==> src/rtl/ppsd_isqrt.sv <==
// pipelined integer square root, one result bit per stage
module ppsd_isqrt #(
  parameter int RAD_W = 64,
  parameter int SBW   = 1
) (
  input  logic               clk,
  input  logic               rst_n,
  input  logic               ce,
  input  logic               in_valid,
  input  logic [RAD_W-1:0]   in_rad,
  input  logic [SBW-1:0]     in_sb,
  output logic               out_valid,
  output logic [RAD_W/2-1:0] out_root,
  output logic [SBW-1:0]     out_sb
);

  localparam int NST   = RAD_W / 2;
  localparam int ROOTW = RAD_W / 2;
  localparam int REMW  = ROOTW + 2;

  logic             v_r    [NST];
  logic [RAD_W-1:0] rad_r  [NST];
  logic [REMW-1:0]  rem_r  [NST];
  logic [ROOTW-1:0] root_r [NST];
  logic [SBW-1:0]   sb_r   [NST];

  logic [RAD_W-1:0] rad_nxt  [NST];
  logic [REMW-1:0]  rem_nxt  [NST];
  logic [ROOTW-1:0] root_nxt [NST];

  // one digit pair per stage: trial subtract of 4*root+1
  always_comb begin
    logic [RAD_W-1:0] s_rad;
    logic [REMW-1:0]  s_rem;
    logic [ROOTW-1:0] s_root;
    logic [REMW-1:0]  sh;
    logic [REMW-1:0]  trial;
    for (int k = 0; k < NST; k++) begin
      s_rad  = (k == 0) ? in_rad : rad_r[k-1];
      s_rem  = (k == 0) ? '0 : rem_r[k-1];
      s_root = (k == 0) ? '0 : root_r[k-1];
      sh     = {s_rem[REMW-3:0], s_rad[RAD_W-1:RAD_W-2]};
      trial  = {s_root, 2'b01};
      rad_nxt[k] = s_rad << 2;
      if (sh >= trial) begin
        rem_nxt[k]  = sh - trial;
        root_nxt[k] = {s_root[ROOTW-2:0], 1'b1};
      end else begin
        rem_nxt[k]  = sh;
        root_nxt[k] = {s_root[ROOTW-2:0], 1'b0};
      end
    end
  end

  // valid chain
  always_ff @(posedge clk) begin
    if (!rst_n) begin
      for (int k = 0; k < NST; k++) v_r[k] <= 1'b0;
    end else if (ce) begin
      for (int k = 0; k < NST; k++) v_r[k] <= (k == 0) ? in_valid : v_r[k-1];
    end
  end

  // stage payload
  always_ff @(posedge clk) begin
    if (ce) begin
      for (int k = 0; k < NST; k++) begin
        rad_r[k]  <= rad_nxt[k];
        rem_r[k]  <= rem_nxt[k];
        root_r[k] <= root_nxt[k];
        sb_r[k]   <= (k == 0) ? in_sb : sb_r[k-1];
      end
    end
  end

  assign out_valid = v_r[NST-1];
  assign out_root  = root_r[NST-1];
  assign out_sb    = sb_r[NST-1];

endmodule

==> config.mk <==
export PLATFORM = sky130hd
export DESIGN_NAME = ppsd_isqrt
export DESIGN_NICKNAME = d
export VERILOG_FILES = /design/src/rtl/ppsd_isqrt.sv
export SDC_FILE = /design/constraint.sdc
export NUM_CORES = 2
export LEC_CHECK = 0
export BUFFER_PORTS_ARGS = -buffer_cell sky130_fd_sc_hd__buf_2
export CAP_MARGIN = 5
export CORE_MARGIN = 2
export CORE_UTILIZATION = 50
export DETAILED_ROUTE_END_ITERATION = 8
export HOLD_SLACK_MARGIN = 0.05
export PLACE_DENSITY = 0.68
export SLEW_MARGIN = 20
export SYNTH_ARGS = -nofsm -noshare
export SYNTH_HDL_FRONTEND = slang
export SYNTH_MEMORY_MAX_BITS = 65536
export SYNTH_SLANG_ARGS = --single-unit
==> constraint.sdc <==
create_clock -name clk -period 6.9 [get_ports clk]
set_clock_uncertainty 0.15 [all_clocks]
set_input_delay 1.035 -clock clk [delete_from_list [all_inputs] [get_ports clk]]
set_output_delay 1.035 -clock clk [all_outputs]
set_load 0.01 [all_outputs]
Yosys cells after proc, flatten, opt, wreduce, memory -nomap -nowiden. Memory sizes are Yosys's and may differ from the RTL's. Cells that the tools add are included.

Output and inout port bits: 34. Word-level logic and storage cells: 202. Input port bits: 69. Flip-flop bits (word level): 0. RAM bits: 4160. Bits in read-only memories: 0. Latch bits: 0. Memories kept: 5.

Memories: rad_r (words 32, width 62, rd ports 31, clocked after Yosys merged registers in 0, wr ports 32, RTL line 22) `logic [RAD_W-1:0] rad_r [NST];`; rem_r (words 32, width 34, rd ports 31, clocked after Yosys merged registers in 0, wr ports 32, RTL line 23) `logic [REMW-1:0] rem_r [NST];`; root_r (words 32, width 32, rd ports 32, clocked after Yosys merged registers in 0, wr ports 32, RTL line 24) `logic [ROOTW-1:0] root_r [NST];`; sb_r (words 32, width 1, rd ports 32, clocked after Yosys merged registers in 0, wr ports 32, RTL line 25) `logic [SBW-1:0] sb_r [NST];`; v_r (words 32, width 1, rd ports 32, clocked after Yosys merged registers in 0, wr ports 32, RTL line 21) `logic v_r [NST];`.

Equality and inequality tests: 0. $mul: 0. Bitwise logic cells: 32. Divide/modulo/power cells: 0. Multiplexer cells: 101. Add/sub/neg operators: 32. $lt $le $gt $ge: 32. Shift-type cells: 0. Reductions and logical operators: 0.

Operator list (count): 34-bit two-way mux (32); 34-bit >= comparator (31); 34-bit subtractor (31); 1-bit two-way mux (69); 1-bit OR (32); 2-bit by 1-bit subtractor with 3-bit output, second input constant (1); 2-bit by 1-bit >= comparator with 1-bit output, second input constant (1).

Logic depth before layout (Yosys ltp).
Depth after elaboration: 4. Depth in mapped cells: 14. Gate-level depth less buffers: 12.

Worst setup path after synthesis. No wires, ideal clock.

Path type: register to register. From: mem rem_r[0][322] in the netlist's numbering. To: mem rem_r[0][361] in the netlist's numbering (data pin). Required time: 6479 ps. Period minus slack after synthesis: 3851 ps. Library setup time: 271 ps. Setup slack: 3049 ps. Arrival time: 3430 ps. Cell stages (with the launch flop): 10. Buffers on the path: 0. Cell sequence: edfxtp_1 or4_4 or4_4 or4b_4 or4_1 or4b_4 and3b_4 nand3_4 nor4_1 xor2_1.

RTL lines (RTL line): start, declared (23).

==> metrics <==
vias=70,357; final net count=9,933; CP Class=flip-flop to flip-flop; Syn Inst Count=9,021; r2r endpoint=rem_r[1][242]; Pleak=49.82 nW; residual DRC count=0; Chip Height=487.9 um; first-pass GRT wire length=374,900 um; Avg WL per Cell=18.88 um; setup violators final=0; Max-slew headroom=17.22%; DR pass1 iterations=7; EDFF count, synth=2,528; clk sinks=2,529; worst hold slack=135.7 ps; layout cells sized above 1=7.331%; PostCTS Resize Cnt=0; RSZ-0062 raised after global routing=false; core area=232,800 um^2; Pins Over Slew Limit=0; met3 usage=3.302%; hpwl dp=168,200 um; R2R cell count=10; Worst Tran Pin Value=1230 ps; routability cong.=0.9249; Worst Path Required=7400 ps; Hold Path Class=input pin to flip-flop; hold path endpoint=rad_r[0][45]; critical path startpoint category=flip-flop; fmax=226.5 MHz; final worst slack=2484 ps; M2 GR Usage=31.38%; DRT iter0 DRCs=5,570; Initial Util=50.29%; Max IR drop VDD=245.5 uV; htree depth=5; hold depth=1; Final Instance Count excl. Fillers=12,641; Max FO, Critical Path=45; synthesized area=117,100 um^2; status=complete, no violations; fillers=18,528; Site Rows=177; yosys warns=0; final critical-path required period=4416 ps; CTS tree=built; final WL=238,700 um; Hold Vio Cnt, Final=0; clk root buf=clkbuf_16; CP arrival=4910 ps; Mapped Avg Cell Area=12.98 um^2; DIE AREA=238,000 um^2; IO Pins=103; Total GRT Usage=19.77%; largest net degree at the start of global routing=184; Skew-Pair Late Insertion Delay=940 ps; I/O Buffers=102; internal reg-to-reg setup slack=2480 ps; Worst Setup End Kind=flip-flop; Seq/Total Area, Yosys=64.87%; clock tree buffer depth=4; Pwr Total=45.06 mW; PD cells=344.4 nW/um^2; GR peak layer=met2; syn nets=9,651; commonest cells after routing, fill and taps aside=2,528 x edfxtp_1, 710 x inv_1, 581 x nand2_1; die extent in x=487.9 um; vias in the first global route=68,556; synth unique cells=89; worst flop-to-flop path startpoint=rem_r[1][204]; # placed instances=12,117; max cap viols=0; final worst-path cycle share=63.99%; Fin Setup TNS=0 ps; met1 GRT Util=27.26%; TritonCTS buffer count=288; Primary FF master, synth=edfxtp_1; Yosys reg bits=2,529; Worst-path clk slew=60 ps; Vias/cell=5.566; dpl ws=2497 ps; initial antenna violation count=4; total grt overflow=0; HP Start=in_rad[45]; commonest non-fill, non-tap cell in the layout=edfxtp_1; ys async rst share=0%; Syn-to-layout area delta=11.75%; DRT antenna net count=0
[state kept, by name, summed over array words and instances (netlist names)]
name and count:
rad_r 992, rem_r 945, root_r 528, sb_r 32
v_r 32
[Yosys cell counts (13+ instances only)]
master	n	area share, %
xor2_1	373	2.8
or4_1	54	0.35
nor4b_1	24	0.18
o21a_1	98	0.63
o31ai_1	51	0.33
o31a_1	16	0.12
o211ai_1	26	0.17
or3_1	78	0.42
a31oi_1	50	0.27
a21o_1	228	1.5
nor4_1	102	0.55
nand2b_1	110	0.59
or2_2	30	0.16
and2_1	44	0.24
nor3b_1	20	0.13
clkbuf_1	179	0.57
and4_1	18	0.13
nor3_1	212	0.91
nand4b_1	13	0.097
nand3_1	170	0.73
a2111oi_0	16	0.12
o21bai_1	53	0.34
and3_1	73	0.39
o41ai_1	16	0.12
nor2_1	554	1.8
mux2i_1	15	0.13
nand4_1	99	0.53
a211oi_1	54	0.35
mux2_2	67	0.64
nand3b_1	25	0.16
nand2_1	581	1.9
o2111ai_1	13	0.097
xnor2_1	419	3.1
inv_1	710	2.3
o21ai_0	481	2.1
ha_1	561	6.0
nor2b_1	91	0.49
edfxtp_1	2528	65
a21boi_0	20	0.13
a21oi_1	580	2.5
a311oi_1	14	0.10
[worst max-delay path, cell delays in order, from the launching register on]
cell and delay (ps):
edfxtp_1 410, ha_1 350, nor2b_1 160, o31a_1 280, o31a_1 260, a211oi_1 510, o21a_1 250, o21ai_0 270
a21oi_4 880, buf_4 290, mux2_2 340
[metrics by stage]
| stage | area (um^2) | utilization (%) |
|---|---|---|
| 6_report | 130800 | 56.20 |
| 5_1_grt | 130800 | 56.20 |
| 4_1_cts | 130800 | 56.18 |
| 3_5_place_dp | 121400 | 52.18 |
| 3_3_place_gp | 121400 | 52.18 |
| 2_1_floorplan | 117100 | - |
[worst max path at each step]
stage                   from       endpoint  slack [ps]  cells after the start
2_1_floorplan  rem_r[0][322]  rem_r[0][361]        3050                      9
3_5_place_dp   rem_r[1][204]  rem_r[1][242]        2500                     10
4_1_cts        rem_r[1][204]  rem_r[1][242]        2490                     10
3_3_place_gp   rem_r[1][204]  rem_r[1][242]        2580                     10
6_report       rem_r[1][204]  rem_r[1][242]        2480                     10
5_1_grt        rem_r[1][204]  rem_r[1][242]        2240                     10
[power breakdown]
group          internal, mW  switching (mW)  leakage, nW
sequential             19.5            1.41         24.4
clock                  8.88            5.80         4.42
combinational          3.90            5.53         21.0
total                  32.3            12.7         49.8
[layer usage]
layer	up-vias	routed length [um]	part of all wire (%)
met5	-	13	0.0054
met4	2	8816	3.7
met3	473	13400	5.6
met2	1952	109000	46
met1	33961	107500	45
li1	33969	-	-
[cells by family (layout without fill, tap and decap cells)]
logic type,Yosys count,after routing,share of synthesized area (%)
DFF,2529,2529,64.87
and+or+nand+nor,2331,2331,9.957
AOI/OAI and AO/OA,1823,1823,9.577
buffers and inverters,902,1388,2.901
xor gates and xnor gates,792,792,5.926
adders and majority gates,561,561,5.996
muxes,82,82,0.7728
other,1,3,0.003204
[final cells by class]
class / instances / area, um^2 / share of cell area (%)
Sequential cell: 2529 / 75930 / 58.05
Clock inverter: 150 / 1515 / 1.158
Timing Repair Buffer: 182 / 1351 / 1.033
Multi-Input combinational cell: 5590 / 37870 / 28.95
Clock buffer: 344 / 7545 / 5.768
Inverter: 712 / 2673 / 2.043
Antenna cell: 2 / 5.005 / 0.003826
Tap cell: 3132 / 3919 / 2.996
[repair_timing]
item,CTS,global route
hold buffers,26,0
hold endpoints to repair,26,0
setup buffers,0,0
(Power assumes the default switching activity.)
